File: src/rtl/core/mbk_pkg.sv
// Package for the Morse beacon keyer: operation codes, timing constants and the
// fixed pattern ROM with its lookup function.
// No dependencies; used by morse_beacon_keyer_unit.
`default_nettype none

package mbk_pkg;

    // Kind of input transaction (travels on tuser)
    typedef enum logic {
        OP_TICK  = 1'b0,
        OP_WRITE = 1'b1
    } t_op;

    localparam int unsigned DATA_W = 16;   // both stream tdata buses

    // Pattern coding: 2 bits per element from the top, 01 dit, 11 dah, 00 end
    localparam logic [15:0] PAT_TOP = 16'hC000;
    localparam logic [1:0]  SIG_END = 2'b00;
    localparam logic [1:0]  SIG_DAH = 2'b11;

    // Timing in units
    localparam logic [7:0] DAH_UNITS  = 8'd3;
    localparam logic [7:0] DIT_UNITS  = 8'd1;
    localparam logic [2:0] GAP_ELEM   = 3'd1;
    localparam logic [2:0] GAP_LETTER = 3'd2;
    localparam logic [2:0] GAP_WORD   = 3'd6;

    // Character codes
    localparam logic [7:0] CHAR_SPACE = 8'h20;
    localparam logic [7:0] LOWER_A    = 8'd97;
    localparam logic [7:0] LOWER_Z    = 8'd122;
    localparam logic [7:0] CASE_DIFF  = 8'd32;
    localparam logic [7:0] ROM_FIRST  = 8'd33;
    localparam logic [7:0] ROM_LAST   = 8'd95;
    localparam int unsigned ROM_DEPTH = 63;

    // Patterns for ASCII '!' through '_'; holes hold zero
    localparam logic [15:0] MORSE_ROM [ROM_DEPTH] = '{
        16'hDDF0, 16'h75D0, 16'h0000, 16'h575C, 16'h0000, 16'h7540, 16'h7FD0, 16'hDF40,
        16'hDF70, 16'h0000, 16'h7740, 16'hF5F0, 16'hD570, 16'h7770, 16'hD740,
        16'hFFC0, 16'h7FC0, 16'h5FC0, 16'h57C0, 16'h55C0, 16'h5540, 16'hD540, 16'hF540,
        16'hFD40, 16'hFF40, 16'hFD50, 16'hDDD0, 16'h0000, 16'hD5C0, 16'h0000, 16'h5F50,
        16'h7DD0,
        16'h7000, 16'hD500, 16'hDD00, 16'hD400, 16'h4000, 16'h5D00, 16'hF400, 16'h5500,
        16'h5000, 16'h7F00, 16'hDC00, 16'h7500, 16'hF000, 16'hD000, 16'hFC00, 16'h7D00,
        16'hF700, 16'h7400, 16'h5400, 16'hC000, 16'h5C00, 16'h5700, 16'h7C00, 16'hD700,
        16'hDF00, 16'hF500,
        16'h0000, 16'h0000, 16'h0000, 16'h0000, 16'h5F70
    };

    // Element pattern of one character; lowercase folds to upper
    function automatic logic [15:0] pattern_of(input logic [7:0] c);
        logic [7:0]  v;
        logic [15:0] p;
        v = c;
        p = '0;
        if (v >= LOWER_A && v <= LOWER_Z) begin
            v = v - CASE_DIFF;
        end
        if (v >= ROM_FIRST && v <= ROM_LAST) begin
            p = MORSE_ROM[6'(v - ROM_FIRST)];
        end
        return p;
    endfunction

endpackage

`default_nettype wire

File: src/rtl/core/morse_beacon_keyer_unit.sv
// A tick result is registered in the output register, or in the skid if that one is full.
// Throughput: one transaction per cycle while the skid is empty; message writes give no result.
// The message store is a synchronous-read memory; the next character is prefetched every cycle.
// A two-entry output (register plus skid) lets the input run while a result waits.
// Reset (synchronous, active low) clears the keyer to carrier off at message start;
// message store contents stay undefined until written. Depends on mbk_pkg.
`default_nettype none

module morse_beacon_keyer_unit #(
    parameter int unsigned MSG_DEPTH = 64
) (
    input  wire logic                       i_clk,
    input  wire logic                       i_rst_n,
    // configuration writes
    input  wire logic                       i_cfg_we,
    input  wire logic                       i_cfg_idx,
    input  wire logic [7:0]                 i_cfg_data,
    // slave side
    input  wire logic                       i_s_axis_tvalid,
    output logic                            o_s_axis_tready,
    input  wire logic [mbk_pkg::DATA_W-1:0] i_s_axis_tdata,  // [5:0] address, [13:6] char_code
    input  wire logic                       i_s_axis_tuser,  // [0] operation
    // master side
    output logic                            o_m_axis_tvalid,
    input  wire logic                       i_m_axis_tready,
    output logic [mbk_pkg::DATA_W-1:0]      o_m_axis_tdata   // [0] key, [1] key_rise,
                                                             // [2] key_fall, [8:3] char_position
);

    localparam int unsigned AW = (MSG_DEPTH > 1) ? $clog2(MSG_DEPTH) : 1;
    localparam int unsigned LW = ((AW + 1) > 7) ? (AW + 1) : 7;

    // configuration registers
    logic [7:0] r_carrier_time;
    logic [6:0] r_msg_len;

    // keyer state
    logic [AW-1:0] r_char_pos, n_char_pos;
    logic [15:0]   r_pat, n_pat;
    logic [7:0]    r_on, n_on;
    logic [2:0]    r_off, n_off;
    logic          r_key, n_key;
    logic          r_start, n_start;

    // message store and prefetch
    logic [7:0]    r_mem [MSG_DEPTH];
    logic [7:0]    r_first_char;
    logic [7:0]    r_next_char;
    logic [AW-1:0] rd_addr;
    logic [AW-1:0] wr_addr;
    logic          wr_en;

    // output register and skid stage
    logic                      r_out_valid;
    logic [mbk_pkg::DATA_W-1:0] r_out_data;
    logic                      r_skid_valid;
    logic [mbk_pkg::DATA_W-1:0] r_skid_data;
    logic [mbk_pkg::DATA_W-1:0] res_data;

    logic         in_fire;
    logic         tick_fire;
    logic         out_fire;
    mbk_pkg::t_op in_op;
    logic [5:0]   in_addr;
    logic [7:0]   in_char;

    assign in_op   = mbk_pkg::t_op'(i_s_axis_tuser);
    assign in_addr = i_s_axis_tdata[5:0];
    assign in_char = i_s_axis_tdata[13:6];

    assign o_s_axis_tready = i_rst_n && !r_skid_valid;
    assign in_fire   = i_s_axis_tvalid && o_s_axis_tready;
    assign tick_fire = in_fire && (in_op == mbk_pkg::OP_TICK);
    assign out_fire  = r_out_valid && i_m_axis_tready;

    assign o_m_axis_tvalid = r_out_valid;
    assign o_m_axis_tdata  = r_out_data;

    // configuration register writes
    always_ff @(posedge i_clk) begin
        if (!i_rst_n) begin
            r_carrier_time <= '0;
            r_msg_len      <= 7'd1;
        end else if (i_cfg_we) begin
            if (i_cfg_idx == 1'b0) begin
                r_carrier_time <= i_cfg_data;
            end else begin
                r_msg_len <= i_cfg_data[6:0];
            end
        end
    end

    // message store: write port, prefetch of the character after the next position
    assign wr_en   = in_fire && (in_op == mbk_pkg::OP_WRITE)
                     && (32'(in_addr) < 32'(MSG_DEPTH));
    assign wr_addr = AW'(in_addr);
    assign rd_addr = (i_rst_n ? n_char_pos : '0) + AW'(1);

    always_ff @(posedge i_clk) begin
        if (wr_en) begin
            r_mem[wr_addr] <= in_char;
        end
        if (wr_en && wr_addr == rd_addr) begin
            r_next_char <= in_char;
        end else begin
            r_next_char <= r_mem[rd_addr];
        end
        if (wr_en && wr_addr == '0) begin
            r_first_char <= in_char;
        end
    end

    // keyer next state for one tick
    always_comb begin
        logic [LW-1:0] len;
        logic [LW-1:0] pos;
        logic [1:0]    sig;
        logic          in_len;
        len        = LW'(r_msg_len);
        pos        = LW'(r_char_pos);
        sig        = '0;
        in_len     = 1'b0;
        n_pat      = r_pat;
        n_on       = r_on;
        n_off      = r_off;
        n_key      = r_key;
        n_start    = r_start;
        if (len == '0) begin
            len = LW'(1);
        end
        if (len > LW'(MSG_DEPTH)) begin
            len = LW'(MSG_DEPTH);
        end
        if (tick_fire) begin
            // element boundary
            if (r_on == '0 && r_off == '0) begin
                if (r_start) begin
                    pos     = '0;
                    n_pat   = mbk_pkg::pattern_of(r_first_char);
                    n_start = 1'b0;
                end
                sig = n_pat[15:14];
                if (sig == mbk_pkg::SIG_END) begin
                    pos    = pos + LW'(1);
                    in_len = pos < len;
                    if (in_len && r_next_char == mbk_pkg::CHAR_SPACE) begin
                        n_off = mbk_pkg::GAP_WORD;
                    end else begin
                        if (in_len) begin
                            n_pat = mbk_pkg::pattern_of(r_next_char);
                        end
                        n_off = mbk_pkg::GAP_LETTER;
                    end
                end else begin
                    n_on  = (sig == mbk_pkg::SIG_DAH) ? mbk_pkg::DAH_UNITS
                                                      : mbk_pkg::DIT_UNITS;
                    n_off = mbk_pkg::GAP_ELEM;
                    n_pat = {n_pat[13:0], 2'b00};
                end
                // message end: steady carrier, then restart
                if (pos >= len) begin
                    n_on    = r_carrier_time;
                    pos     = '0;
                    n_start = 1'b1;
                end
            end
            // count down the current on or off period
            if (n_on != '0) begin
                n_key = 1'b1;
                n_on  = n_on - 8'd1;
            end else if (n_off != '0) begin
                n_key = 1'b0;
                n_off = n_off - 3'd1;
            end
        end
        n_char_pos = AW'(pos);
    end

    assign res_data = mbk_pkg::DATA_W'({6'(n_char_pos), (r_key && !n_key),
                                        (!r_key && n_key), n_key});

    // keyer state registers
    always_ff @(posedge i_clk) begin
        if (!i_rst_n) begin
            r_char_pos <= '0;
            r_pat      <= '0;
            r_on       <= '0;
            r_off      <= '0;
            r_key      <= 1'b0;
            r_start    <= 1'b1;
        end else begin
            r_char_pos <= n_char_pos;
            r_pat      <= n_pat;
            r_on       <= n_on;
            r_off      <= n_off;
            r_key      <= n_key;
            r_start    <= n_start;
        end
    end

    // output register and skid: valid flags
    always_ff @(posedge i_clk) begin
        if (!i_rst_n) begin
            r_out_valid  <= 1'b0;
            r_skid_valid <= 1'b0;
        end else if (r_skid_valid) begin
            if (out_fire) begin
                r_skid_valid <= 1'b0;
            end
        end else if (tick_fire) begin
            if (!r_out_valid || out_fire) begin
                r_out_valid <= 1'b1;
            end else begin
                r_skid_valid <= 1'b1;
            end
        end else if (out_fire) begin
            r_out_valid <= 1'b0;
        end
    end

    // output register and skid: payload
    always_ff @(posedge i_clk) begin
        if (r_skid_valid) begin
            if (out_fire) begin
                r_out_data <= r_skid_data;
            end
        end else if (tick_fire) begin
            if (!r_out_valid || out_fire) begin
                r_out_data <= res_data;
            end else begin
                r_skid_data <= res_data;
            end
        end
    end

    // checks
    a_skid_needs_out: assert property (@(posedge i_clk) disable iff (!i_rst_n)
        r_skid_valid |-> r_out_valid)
        else $error("skid stage holds a result while the output register is empty");

    a_rise_fall_excl: assert property (@(posedge i_clk) disable iff (!i_rst_n)
        r_out_valid |-> !(r_out_data[1] && r_out_data[2]))
        else $error("key rise and fall flagged in the same result");

    a_on_means_key: assert property (@(posedge i_clk) disable iff (!i_rst_n)
        (r_on != '0) |-> r_key)
        else $error("on period counting while key is off");

    a_off_bound: assert property (@(posedge i_clk) disable iff (!i_rst_n)
        r_off <= mbk_pkg::GAP_WORD)
        else $error("off counter beyond word gap");

    a_reset_start: assert property (@(posedge i_clk)
        !i_rst_n |=> (r_start && !r_key && !r_out_valid))
        else $error("keyer not at message start after reset");

endmodule

`default_nettype wire
File: config.mk
export PLATFORM = sky130hd
export DESIGN_NAME = morse_beacon_keyer_unit
export DESIGN_NICKNAME = d
export VERILOG_FILES = /design/src/rtl/core/mbk_pkg.sv /design/src/rtl/core/morse_beacon_keyer_unit.sv
export SDC_FILE = /design/constraint.sdc
export NUM_CORES = 1
export LEC_CHECK = 0
export ABC_AREA = 1
export BUFFER_PORTS_ARGS = -buffer_cell sky130_fd_sc_hd__buf_2
export CAP_MARGIN = 25
export CELL_PAD_IN_SITES_DETAIL_PLACEMENT = 2
export CELL_PAD_IN_SITES_GLOBAL_PLACEMENT = 2
export CORE_MARGIN = 3
export CORE_UTILIZATION = 37
export DETAILED_ROUTE_END_ITERATION = 7
export GPL_ROUTABILITY_DRIVEN = 0
export PLACE_DENSITY_LB_ADDON = 0.1
export SLEW_MARGIN = 20
export SYNTH_ARGS = -nofsm -noshare
export SYNTH_HDL_FRONTEND = slang
export SYNTH_SLANG_ARGS = --single-unit
File: constraint.sdc
create_clock -name i_clk -period 5.5 [get_ports i_clk]
set_clock_uncertainty 0.15 [all_clocks]
set_input_delay 0.55 -clock i_clk [delete_from_list [all_inputs] [get_ports i_clk]]
set_output_delay 0.55 -clock i_clk [all_outputs]
set_load 0.01 [all_outputs]
==> impl_metrics.ini <==
[status]
status = complete, no violations

[power]
clkPwrFrac_pct = 40.2
irDropWorstVdd_v = 0.000243
comb_power_share_pct = 15.3
netSwitchingPower_mw = 3.17
p_per_area_mw_per_mm2 = 358
p_seq_share_pct = 44.5
swShare_pct = 28.1
internal_power_mw = 8.12
power.total_mw = 11.3
p_leak_nw = 11.9

[yosys]
ys_seq_area_share_pct = 62.7
avgSynthCellArea_um2 = 9.92
yosys-top-cells-area = edfxtp_1, nand2_1, nand3_1, dfxtp_1, nor2_1
synth_compound_area_share_pct = 5.54
yosys-mux-area-fraction_pct = 0
synth_xor_area_share_pct = 0.344
synth.cell_area_mm2 = 0.0276
ys_top_cells_by_count = nand2_1, edfxtp_1, nand3_1, nor2_1, inv_1
synth_top_area_share_pct = 58.5
post-synth-top-count-cell = nand2_1
synth-main-ff-cell = edfxtp_1
syn_inst = 2785
synthArstFlopShare_pct = 0
synth.distinct_cells = 56
synth_top_family_by_area = simple AND/OR/NAND/NOR gates
synth_edf_count = 538
synth-simple-area-share_pct = 24.3
synth_adder_area_share_pct = 2.04
yosys_warnings = 0
yosysTopAreaCell = edfxtp_1
synth-seq-cells = 596

[critical_path]
rrSetupSlack_ps = 250
arrival_ps = 5450
required_ps = 5710
rr_startpoint = r_first_char[0]$_DFFE_PP_
r2r_end = o_m_axis_tdata[0]$_DFFE_PP_
crit_path_max_incr_delay_ps = 430
cp_max_fo = 14
critPathCaptureType = register
startpoint_type = register
critPathBufInv = 8
cp-startpoint = r_first_char[0]$_DFFE_PP_
criticalPathCategory = reg -> reg
reg2regPathDepth = 36
crit_path_end = o_m_axis_tdata[0]$_DFFE_PP_
path_common_cell = nand2_1
cp.depth = 36
crit_family = simple AND/OR/NAND/NOR gates
crit_path_top_delay_cell = edfxtp_1

[timing]
worst_pin_slew_ps = 1040
setup_violations = 0
whs_ps = 36.9
period_needed_ps = 5250
finalMaxSlewViolations = 0
layout_setup_ws_ps = 253
slew-limit-headroom_pct = 30.3
fmax_mhz = 191
finalCritPeriodShare_pct = 95.4
finalHoldViolCount = 0

[run]
maxCapViolCount = 0

[global_routing]
antenna_found_initial = 1
grt_overflow = 0
grt_pass1_wl_um = 141000
grt_max_degree = 122
grt_pass1_vias = 23200
track_usage_pct = 23.5

[die]
core-area_mm2 = 0.0735
die_y_um = 279
pin_count = 49
start_util_pct = 37.6
dieArea_mm2 = 0.0780
row_count = 99
die_w_um = 279

[clock_network]
clk_pin_slew_worst_paths_ps = 60
cts_max_level = 3
root_buffer = clkbuf_16
cts_tree = built
clockBufferDepth = 3
cts_made_buffers = 71
clock-sinks = 596
clk_latency_ps = 630

[final_layout]
final_cell_area_mm2 = 0.0316
fin_nets = 2944
utilization_pct = 43.0
drive_gt1_share_pct = 11.7
n_antenna_cell = 0
area.growth.synth_to_final_pct = 14.2

[placement]
dpl-instance-area_mm2 = 0.0290
pre_cts_ws_ps = -283
hpwl_um = 59000
io_buffers = 39

[drt]
postRouteAntennaNets = 0
vias_per_cell = 5.43
num_vias = 21100
wire_per_inst_um = 23.7
drc = 0
dr.first_iter.drc_count = 1461
firstDrtPassIters = 5
routed_wirelength_um = 91900

[hold_path]
hold_path_class = in -> reg
[per-layer routing]
metal,vias up,GRT usage (%),wire length [um]
met5,-,0,10
met4,2,7.76,2880
met3,154,2.90,2790
met2,337,41.1,46200
met1,10800,30.2,40000
li1,9762,-,-
[cell families after synthesis]
kind of cell | count (synthesis)
compound gates | 270
xor+xnor | 10
fa+ha+maj | 45
buf+inv | 289
flops | 596
other cells | 1
simple gates | 1574
[metrics by stage]
step | setup TNS [ps] | std cells
2_1_floorplan | 0 | 2791
3_3_place_gp | 0 | 3731
3_5_place_dp | -866 | 3731
4_1_cts | 0 | 3860
5_1_grt | -208 | 3878
6_report | 0 | 3878
[cell usage in the layout, fill, tap and decap left out, types with 5 or more instances in the layout]
cell type,instances
a21oi_1,66
a21oi_2,5
a31oi_1,7
buf_12,9
buf_2,39
buf_4,96
clkbuf_1,16
clkbuf_16,72
clkinv_1,19
clkinv_2,10
conb_1,7
dfxtp_1,55
edfxtp_1,538
ha_1,42
inv_1,122
inv_2,15
nand2_1,833
nand2_2,16
nand2_4,5
nand3_1,468
nand3_2,5
nand4_1,13
nor2_1,195
nor2_2,13
nor2_4,8
nor3_1,7
o211ai_1,11
o21ai_0,99
o21ai_1,29
o21ai_2,9
o22ai_1,16
xor2_1,6
[registers in the layout, summed over array words and instances, names as in the netlist, 7 cells and up, named ones only]
name            cells
r_first_char        8
r_msg_len           7
o_m_axis_tdata      9
r_on                8
r_pat              16
r_mem             512
r_skid_data         9
r_carrier_time      8
[worst min-delay path by stage]
stage,startpoint,to,cells after the start
5_1_grt,i_cfg_data[4],r_carrier_time[4]$_SDFFE_PN0P_,3
2_1_floorplan,r_pat[0]$_SDFFE_PN0P_,r_pat[0]$_SDFFE_PN0P_,2
3_5_place_dp,r_pat[0]$_SDFFE_PN0P_,r_pat[0]$_SDFFE_PN0P_,2
6_report,i_cfg_data[7],r_carrier_time[7]$_SDFFE_PN0P_,3
4_1_cts,i_cfg_data[7],r_carrier_time[7]$_SDFFE_PN0P_,3
3_3_place_gp,r_pat[1]$_SDFFE_PN0P_,r_pat[1]$_SDFFE_PN0P_,2
[power groups by stage]
stage                     Sequential (mW)  Clock, mW  Combinational (mW)
after floorplan                      5.10          0                1.06
after global placement               5.12          0                1.58
after detailed placement             5.12          0                1.64
after CTS                            5.03       4.64                1.68
after global routing                 5.03       4.81                1.92
final                                5.03       4.54                1.72
[area by class of cell]
class | instances | area [um^2]
inverter | 144 | 551
clock inverter | 35 | 329
timing repair buffer | 148 | 1140
fill | 7686 | 41900
clock buffer | 89 | 1880
sequential | 596 | 17300
multi-input combinational | 1907 | 9130
tap | 959 | 1200
[repair_timing]
item	4_1_cts	5_1_grt
gates resized for setup	6	48
pin swaps	2	20
setup buffers	5	17
endpoints found under the setup margin	5	24
hold buffers	0	0
gates cloned	0	1
[worst reg2reg max path, delay by kind of cell (launching register included)]
family          cells  cell delay [ps]
compound gates      6              840
flops               1              430
buf+inv             8              840
simple gates       19             2080
fa+ha+maj           3              640
No activity file was read; power rests on OpenSTA's default activity.
